<file path="src/rc_channel_pulse_packer_macros.svh">
// ----------------------------------------------------------------------------
// rc channel pulse packer assertion macros
// shared property wrappers, clocked on clk_i and disabled during reset
// ----------------------------------------------------------------------------
`ifndef RC_CHANNEL_PULSE_PACKER_MACROS_SVH
`define RC_CHANNEL_PULSE_PACKER_MACROS_SVH

// same-cycle implication
`define RCPP_ASSERT_NOW(lbl, ante, cons, msg) \
  lbl: assert property (@(posedge clk_i) disable iff (!rst_ni) (ante) |-> (cons)) \
    else $error(msg);

// next-cycle implication
`define RCPP_ASSERT_NEXT(lbl, ante, cons, msg) \
  lbl: assert property (@(posedge clk_i) disable iff (!rst_ni) (ante) |=> (cons)) \
    else $error(msg);

`endif

</file>
<file path="src/rcpp_pkg.sv">
// ----------------------------------------------------------------------------
// rcpp_pkg
// types and constants shared by the rc channel pulse packer modules
// ----------------------------------------------------------------------------
package rcpp_pkg;

  typedef enum logic [1:0] {
    FS_MODE_CUSTOM  = 2'd0,
    FS_MODE_HOLD    = 2'd1,
    FS_MODE_NOPULSE = 2'd2
  } fs_mode_e;

  typedef enum logic [1:0] {
    FS_KIND_VALUE   = 2'd0,
    FS_KIND_HOLD    = 2'd1,
    FS_KIND_NOPULSE = 2'd2
  } fs_kind_e;

  typedef enum logic [1:0] {
    SEL_LO  = 2'd0,
    SEL_MID = 2'd1,
    SEL_HI  = 2'd2
  } byte_sel_e;

  typedef enum logic {
    CFG_FS_MODE    = 1'b0,
    CFG_ACTIVE_CHS = 1'b1
  } cfg_reg_e;

  localparam int unsigned CfgIdxW = 2;

  typedef struct packed {
    logic [2:0]         slot;
    logic               send_failsafe;
    logic [3:0]         upper_count;
    logic signed [11:0] channel_value;
    logic signed [10:0] center_offset;
    logic signed [11:0] failsafe_value;
    logic [1:0]         failsafe_kind;
  } item_t;

  typedef struct packed {
    logic [11:0] held;
    logic [11:0] pulse;
  } pair_t;

  // x*512/682 == x*256/341; exact for |x|*256 < 2^20 with this reciprocal
  localparam logic [20:0] RecipK     = 21'd1574402;
  localparam int unsigned RecipShift = 21;

  localparam logic [11:0] CodeHoldLo    = 12'd2047;
  localparam logic [11:0] CodeHoldHi    = 12'd4095;
  localparam logic [11:0] CodeNoPulseLo = 12'd0;
  localparam logic [11:0] CodeNoPulseHi = 12'd2048;
  localparam logic [11:0] CodeNeutral   = 12'd1024;

  localparam logic signed [13:0] CentreLo = 14'sd1024;
  localparam logic signed [13:0] CentreHi = 14'sd3072;
  localparam logic signed [13:0] MinLo    = 14'sd1;
  localparam logic signed [13:0] MaxLo    = 14'sd2046;
  localparam logic signed [13:0] MinHi    = 14'sd2049;
  localparam logic signed [13:0] MaxHi    = 14'sd4094;

endpackage

</file>
<file path="src/rcpp_pulse_calc.sv">
// ----------------------------------------------------------------------------
// rcpp_pulse_calc
// works out the 12-bit pulse code of one frame slot
// ----------------------------------------------------------------------------
module rcpp_pulse_calc (
  input  rcpp_pkg::item_t     item_i,
  input  logic [1:0]          fs_mode_i,
  input  logic [4:0]          active_chs_i,
  output logic [11:0]         pulse_o
);
  import rcpp_pkg::*;

  logic               upper;
  logic               live_en;
  logic signed [11:0] src_val;
  logic signed [12:0] sum;
  logic               neg;
  logic [11:0]        mag;
  logic [32:0]        prod;
  logic [11:0]        quo;
  logic signed [13:0] scaled;
  logic signed [13:0] centred;
  logic signed [13:0] lo_lim;
  logic signed [13:0] hi_lim;
  logic [11:0]        scaled_code;
  logic [11:0]        hold_code;
  logic [11:0]        nopulse_code;

  assign upper   = {1'b0, item_i.slot} < item_i.upper_count;
  assign live_en = upper || ({2'b00, item_i.slot} < active_chs_i);

  assign src_val = item_i.send_failsafe ? item_i.failsafe_value : item_i.channel_value;
  assign sum     = 13'(src_val) + 13'(item_i.center_offset);

  // scale on the magnitude so the quotient truncates toward zero
  assign neg  = sum[12];
  assign mag  = neg ? 12'(-sum) : 12'(sum);
  assign prod = 33'(mag) * 33'(RecipK);
  assign quo  = prod[32:RecipShift];

  assign scaled  = neg ? -$signed({2'b00, quo}) : $signed({2'b00, quo});
  assign centred = scaled + (upper ? CentreHi : CentreLo);
  assign lo_lim  = upper ? MinHi : MinLo;
  assign hi_lim  = upper ? MaxHi : MaxLo;

  always_comb begin
    if (centred < lo_lim) begin
      scaled_code = 12'(lo_lim);
    end else if (centred > hi_lim) begin
      scaled_code = 12'(hi_lim);
    end else begin
      scaled_code = 12'(centred);
    end
  end

  assign hold_code    = upper ? CodeHoldHi : CodeHoldLo;
  assign nopulse_code = upper ? CodeNoPulseHi : CodeNoPulseLo;

  always_comb begin
    if (item_i.send_failsafe) begin
      case (fs_mode_e'(fs_mode_i))
        FS_MODE_HOLD:    pulse_o = hold_code;
        FS_MODE_NOPULSE: pulse_o = nopulse_code;
        default: begin
          // custom mode or the unused mode code, the per-channel kind decides
          case (fs_kind_e'(item_i.failsafe_kind))
            FS_KIND_HOLD:    pulse_o = hold_code;
            FS_KIND_NOPULSE: pulse_o = nopulse_code;
            default:         pulse_o = scaled_code;
          endcase
        end
      endcase
    end else begin
      pulse_o = live_en ? scaled_code : CodeNeutral;
    end
  end

endmodule

</file>
<file path="src/rcpp_byte_out.sv">
// ----------------------------------------------------------------------------
// rcpp_byte_out
// holds one packed code pair and sends it as three bytes
// ----------------------------------------------------------------------------
module rcpp_byte_out (
  input  logic            clk_i,
  input  logic            rst_ni,
  input  logic            load_i,
  input  rcpp_pkg::pair_t pair_i,
  output logic            free_o,
  output logic            m_axis_tvalid,
  input  logic            m_axis_tready,
  output logic [7:0]      m_axis_tdata,   // out_byte[7:0]
  output logic            m_axis_tlast
);
  import rcpp_pkg::*;

  logic      valid_q;
  byte_sel_e sel_q, sel_d;
  pair_t     pair_q;

  assign free_o = !valid_q || (m_axis_tready && (sel_q == SEL_HI));

  always_comb begin
    case (sel_q)
      SEL_LO:  sel_d = SEL_MID;
      SEL_MID: sel_d = SEL_HI;
      default: sel_d = SEL_LO;
    endcase
  end

  always_ff @(posedge clk_i or negedge rst_ni) begin
    if (!rst_ni) begin
      valid_q <= 1'b0;
      sel_q   <= SEL_LO;
    end else if (load_i) begin
      valid_q <= 1'b1;
      sel_q   <= SEL_LO;
    end else if (valid_q && m_axis_tready) begin
      if (sel_q == SEL_HI) begin
        valid_q <= 1'b0;
      end
      sel_q <= sel_d;
    end
  end

  always_ff @(posedge clk_i) begin
    if (load_i) begin
      pair_q <= pair_i;
    end
  end

  always_comb begin
    case (sel_q)
      SEL_LO:  m_axis_tdata = pair_q.held[7:0];
      SEL_MID: m_axis_tdata = {pair_q.pulse[3:0], pair_q.held[11:8]};
      default: m_axis_tdata = pair_q.pulse[11:4];
    endcase
  end

  assign m_axis_tvalid = valid_q;
  assign m_axis_tlast  = valid_q && (sel_q == SEL_HI);

endmodule

</file>
<file path="src/rc_channel_pulse_packer.sv">
// ----------------------------------------------------------------------------
// rc_channel_pulse_packer
// turns frame slot channel values into packed 12-bit pulse code bytes
// ----------------------------------------------------------------------------
// usage:
//   s_axis carries one slot word per cycle, slots 0..7 of a frame in order.
//   each word lands in an input register; the pulse code is computed from
//   that register in one pass (one 12x21 multiply for the 512/682 scale).
//   an even slot only stores its code, in the cycle it leaves the register.
//   an odd slot loads the held code and its own code into the byte register,
//   which sends three bytes on m_axis, tlast on the third.
//   the first byte leaves the byte register once an odd word has passed
//   the input register and been loaded into it. even slots are taken at
//   one word per cycle; an odd slot occupies the byte register for its
//   three bytes, and the next odd slot may load as the third is taken.
//   when m_axis stalls, the byte register holds, an odd word waits in the
//   input register, and s_axis_tready drops until the pair register frees.
//   cfg writes are taken in any cycle (index 0 failsafe mode, 1 active count).
//   reset: mode custom, active count 8, held code 0, both registers empty.
// ----------------------------------------------------------------------------
`include "rc_channel_pulse_packer_macros.svh"

module rc_channel_pulse_packer (
  input  logic                         clk_i,
  input  logic                         rst_ni,
  input  logic                         s_axis_tvalid,
  output logic                         s_axis_tready,
  // slot[2:0], send_failsafe[3], upper_count[7:4], channel_value[19:8],
  // center_offset[30:20], failsafe_value[42:31], failsafe_kind[44:43]
  input  logic [47:0]                  s_axis_tdata,
  output logic                         m_axis_tvalid,
  input  logic                         m_axis_tready,
  output logic [7:0]                   m_axis_tdata,   // out_byte[7:0]
  output logic                         m_axis_tlast,
  input  logic                         cfg_valid_i,
  output logic                         cfg_ready_o,
  input  logic [rcpp_pkg::CfgIdxW-1:0] cfg_index_i,
  input  logic [4:0]                   cfg_data_i
);
  import rcpp_pkg::*;

  logic        s1_valid_q;
  item_t       s1_q;
  item_t       in_item;
  logic        s1_odd;
  logic        s1_fire;
  logic        out_free;
  logic [11:0] pulse;
  logic [11:0] held_pulse_q;
  logic [1:0]  fs_mode_q;
  logic [4:0]  active_chs_q;
  pair_t       pair;

  // config registers
  assign cfg_ready_o = 1'b1;

  always_ff @(posedge clk_i or negedge rst_ni) begin
    if (!rst_ni) begin
      fs_mode_q    <= FS_MODE_CUSTOM;
      active_chs_q <= 5'd8;
    end else if (cfg_valid_i && (cfg_index_i[CfgIdxW-1:1] == '0)) begin
      case (cfg_reg_e'(cfg_index_i[0]))
        CFG_FS_MODE: fs_mode_q    <= cfg_data_i[1:0];
        default:     active_chs_q <= cfg_data_i;
      endcase
    end
  end

  // input word unpack
  assign in_item.slot           = s_axis_tdata[2:0];
  assign in_item.send_failsafe  = s_axis_tdata[3];
  assign in_item.upper_count    = s_axis_tdata[7:4];
  assign in_item.channel_value  = s_axis_tdata[19:8];
  assign in_item.center_offset  = s_axis_tdata[30:20];
  assign in_item.failsafe_value = s_axis_tdata[42:31];
  assign in_item.failsafe_kind  = s_axis_tdata[44:43];

  assign s1_odd        = s1_q.slot[0];
  assign s1_fire       = s1_valid_q && (!s1_odd || out_free);
  assign s_axis_tready = !s1_valid_q || s1_fire;

  always_ff @(posedge clk_i or negedge rst_ni) begin
    if (!rst_ni) begin
      s1_valid_q <= 1'b0;
    end else if (s_axis_tready) begin
      s1_valid_q <= s_axis_tvalid;
    end
  end

  always_ff @(posedge clk_i) begin
    if (s_axis_tvalid && s_axis_tready) begin
      s1_q <= in_item;
    end
  end

  rcpp_pulse_calc u_calc (
    .item_i       (s1_q),
    .fs_mode_i    (fs_mode_q),
    .active_chs_i (active_chs_q),
    .pulse_o      (pulse)
  );

  // even slots park their code for the next odd slot
  always_ff @(posedge clk_i or negedge rst_ni) begin
    if (!rst_ni) begin
      held_pulse_q <= '0;
    end else if (s1_fire && !s1_odd) begin
      held_pulse_q <= pulse;
    end
  end

  assign pair.held  = held_pulse_q;
  assign pair.pulse = pulse;

  rcpp_byte_out u_out (
    .clk_i         (clk_i),
    .rst_ni        (rst_ni),
    .load_i        (s1_fire && s1_odd),
    .pair_i        (pair),
    .free_o        (out_free),
    .m_axis_tvalid (m_axis_tvalid),
    .m_axis_tready (m_axis_tready),
    .m_axis_tdata  (m_axis_tdata),
    .m_axis_tlast  (m_axis_tlast)
  );

  `RCPP_ASSERT_NEXT(a_pair_starts_lo, s1_fire && s1_odd, m_axis_tvalid && !m_axis_tlast, "odd slot did not start a byte triple")
  `RCPP_ASSERT_NEXT(a_s1_holds, s1_valid_q && !s1_fire, s1_valid_q && $stable(s1_q), "blocked slot word lost")
  `RCPP_ASSERT_NEXT(a_held_update, s1_fire && !s1_odd, held_pulse_q == $past(pulse), "even slot code not held")

endmodule

</file>
<file path="config.mk">
export PLATFORM = sky130hd
export DESIGN_NAME = rc_channel_pulse_packer
export DESIGN_NICKNAME = d
export VERILOG_FILES = /design/src/rcpp_pkg.sv /design/src/rcpp_pulse_calc.sv /design/src/rcpp_byte_out.sv /design/src/rc_channel_pulse_packer.sv
export VERILOG_INCLUDE_DIRS = /design/src /design/src/src
export SDC_FILE = /design/constraint.sdc
export NUM_CORES = 1
export LEC_CHECK = 0
export ABC_CLOCK_PERIOD_IN_PS = 15600
export BUFFER_PORTS_ARGS = -buffer_cell sky130_fd_sc_hd__buf_4
export CORE_MARGIN = 2
export CORE_UTILIZATION = 30
export DETAILED_ROUTE_END_ITERATION = 12
export GPL_TIMING_DRIVEN = 0
export PLACE_DENSITY_LB_ADDON = 0.15
export SYNTH_ARGS = -nofsm -noshare
export SYNTH_HDL_FRONTEND = slang
export SYNTH_SLANG_ARGS = --single-unit
</file>
<file path="constraint.sdc">
create_clock -name clk_i -period 15.6 [get_ports clk_i]
set_input_delay 0.78 -clock clk_i [delete_from_list [all_inputs] [get_ports clk_i]]
set_output_delay 0.78 -clock clk_i [all_outputs]
set_load 0.005 [all_outputs]
</file>
==> out/metrics.cfg <==
[status]
run_status = completed

[floorplan]
core_area_mm2 = 0.0242
die_area_mm2 = 0.0258
floorplan.initialDensity = 0.305
dieHeight_um = 161
io_pins = 72
floorplan.rows = 57
die_w_um = 161

[sta]
final-hold-violation-count = 0
slew_headroom = 0.441
final.setup_skew_ps = 8.19
unrepaired_setup_endpoints_after_global_routing = false
final.min_clock_period_ps = 12590
part_of_the_cycle_the_worst_path_needs = 0.807
setup_viol_count_final = 0
finalMaxSlewViolations = 0
timing.setup.tns_ps = 0
worst-slew-pin-transition_ps = 839
maxClockFrequency_ghz = 0.0794

[final_layout]
layout.cells.most_common_list = sky130_fd_sc_hd__ha_1 (81), sky130_fd_sc_hd__nand2_1 (71), sky130_fd_sc_hd__edfxtp_1 (69)
regArea_mm2 = 0.00265
syn_to_final_growth_pct = 17.6
fillerInstances = 2451
instances_no_fill = 1164
layout.nets = 986
multi_input_combinational_cell_area_mm2 = 0.00441
layout-drive-gt1-share = 0.171
postLayoutCellArea_mm2 = 0.00866
diodes = 0
most_common_cell_after_layout_fill_and_taps_aside = sky130_fd_sc_hd__ha_1

[synthesis]
seq_cells_post_synth = 92
syn_inst = 755
synth-seq-area-share = 0.360
synthesis.yosys.warnings = 0
async_reset_ff_frac = 0.250
yosys.area.top_type_share = 0.281
netlist_top_cells_area = sky130_fd_sc_hd__edfxtp_1 (28%), sky130_fd_sc_hd__ha_1 (14%), sky130_fd_sc_hd__dfrtp_1 (7.5%)
synth_top_area_cell = sky130_fd_sc_hd__edfxtp_1
syn-mean-instance-area_um2 = 9.76
synth-main-ff-cell = sky130_fd_sc_hd__edfxtp_1
netlist-cell-type-count = 81
mappedNetlistArea_mm2 = 0.00737
synth-edff-count = 69
synth.net_count = 906

[flow_run]
drv_cap = 0

[worst_setup_path]
start_kind = register
required_ps = 15800
timing.critical_path.mode_cell = sky130_fd_sc_hd__ha_1
max_stage_delay_ps = 680
timing.critical_path.slowest_stage_cell = sky130_fd_sc_hd__o221ai_1
worstSetupPathType = reg2reg
critical_path_buf_inv_count = 8
path_delay_family = adder cells
worst-endpoint-arrival_ps = 12800
rrSetupSlack_ps = 3010
crit_path_max_fanout = 10
crit_path_end_kind = register

[clock_network]
cts_buffer_count = 9
clkTransAtPathRegs_ps = 70
max-clock-path-buffers = 2
insertion_delay_ps = 350
cts_num_sinks = 92
clockRootBuffer = sky130_fd_sc_hd__clkbuf_16
cts_htree_levels = 3
clock_tree_from_tritoncts = built
post_cts_buffers = 0
holdBufCountCts = 0
cts_resized = 0

[route]
route.antenna.remaining_nets = 0
routed_wire_length_per_instance_um = 14.8
dr.first_iter.drc_count = 242
dr_total_vias = 5713
detail_route.vias_per_cell = 4.91
postRouteWirelength_um = 17200
detail_route.first_pass.iterations = 4
drc_errors = 0

[global_route]
antenna_found_initial = 0
vias_in_the_first_global_route = 5793
gr-usage-all-layers = 0.139
first_pass_grt_wire_length_um = 29400
globalRoute.totalOverflow = 0
largest_net_degree_at_the_start_of_global_routing = 34

[placed_design]
placed_area_mm2 = 0.00831
post-place-cells = 1148
dp_hpwl_um = 14000
placement.io_buffers = 67
globalplace.congestion = 0.845

[hold_path]
timing.hold.worst.class = in2async

-- metal layers --
| layer | vias up | wire (µm) | global-route usage |
|---|---|---|---|
| met1 | 2666 | 8150 | 0.184 |
| met4 | 0 | 173 | 0.0313 |
| met2 | 83 | 8440 | 0.238 |
| met3 | 16 | 407 | 0.0245 |
| met5 | - | 0 | 0 |
| li1 | 2948 | - | - |
-- sequential cells by signal, summed over array words and instances, names as in the netlist --
signal / flops
s1_q: 44
u_out.pair_q: 24
held_pulse_q: 12
active_chs_q: 5
fs_mode_q: 2
u_out.sel_q: 2
s1_odd: 1
s1_valid_q: 1
u_out.m_axis_tvalid: 1
-- synthesized netlist by cell type, types with 5 or more instances --
cell,count
sky130_fd_sc_hd__a211o_1,5
sky130_fd_sc_hd__a21o_1,22
sky130_fd_sc_hd__ha_1,81
sky130_fd_sc_hd__o211ai_1,9
sky130_fd_sc_hd__a21oi_1,44
sky130_fd_sc_hd__nand2b_1,8
sky130_fd_sc_hd__xnor2_1,22
sky130_fd_sc_hd__fa_1,10
sky130_fd_sc_hd__edfxtp_1,69
sky130_fd_sc_hd__xor2_1,9
sky130_fd_sc_hd__clkbuf_1,14
sky130_fd_sc_hd__inv_1,53
sky130_fd_sc_hd__and2_1,5
sky130_fd_sc_hd__mux2_2,18
sky130_fd_sc_hd__dfrtp_1,22
sky130_fd_sc_hd__nand2_1,71
sky130_fd_sc_hd__or3_1,6
sky130_fd_sc_hd__o31ai_1,5
sky130_fd_sc_hd__and3_1,12
sky130_fd_sc_hd__nand4_1,6
sky130_fd_sc_hd__o21ai_0,40
sky130_fd_sc_hd__buf_2,6
sky130_fd_sc_hd__nor2_1,58
sky130_fd_sc_hd__a31oi_1,13
sky130_fd_sc_hd__nor3_1,19
sky130_fd_sc_hd__mux2i_1,14
sky130_fd_sc_hd__nand3_1,14
-- cells by family (layout without fill, tap and decap cells) --
group | Yosys count | in the layout | synth area share
simple gates | 232 | 232 | 0.157
mux | 34 | 34 | 0.0506
xor+xnor | 32 | 32 | 0.0391
compound gates | 194 | 194 | 0.185
buf+inv | 79 | 164 | 0.0428
flops | 92 | 92 | 0.360
fa+ha+maj | 91 | 91 | 0.165
other cells | 1 | 1 | 0.000509
-- stage by stage --
| step | utilization | hold WS, ps | worst slack, ps |
|---|---|---|---|
| 2_1_floorplan | - | 425 | 5440 |
| 3_3_place_gp | 0.342 | 431 | 2880 |
| 3_5_place_dp | 0.344 | 431 | 2970 |
| 4_1_cts | 0.358 | 324 | 2920 |
| 5_1_grt | 0.358 | 332 | 1890 |
| 6_report | 0.358 | 315 | 3010 |
-- area by class of cell --
type | count | share of cell area
buffer | 26 | 0.0134
inverter | 53 | 0.0230
clock buffer | 12 | 0.0334
tap | 324 | 0.0468
multi-input combinational | 584 | 0.509
sequential | 92 | 0.306
clock inverter | 4 | 0.00679
timing repair buffer | 69 | 0.0621
-- worst paths after layout --
check	startpoint	to	depth (start not counted)
max	s1_q[41]$_DFFE_PP_	u_out.pair_q[4]$_DFFE_PP_	41
min	rst_ni	held_pulse_q[9]$_DFFE_PN0P_	1
max reg2reg	s1_q[41]$_DFFE_PP_	u_out.pair_q[4]$_DFFE_PP_	41
min reg2reg	held_pulse_q[10]$_DFFE_PN0P_	u_out.pair_q[22]$_DFFE_PP_	0
max in group asynchronous	rst_ni	active_chs_q[3]$_DFFE_PN1P_	1
min in group clk_i	held_pulse_q[10]$_DFFE_PN0P_	u_out.pair_q[22]$_DFFE_PP_	0
Power is not shown: default switching activity piles up to over one toggle a cycle in this logic, so the estimate is an artifact.
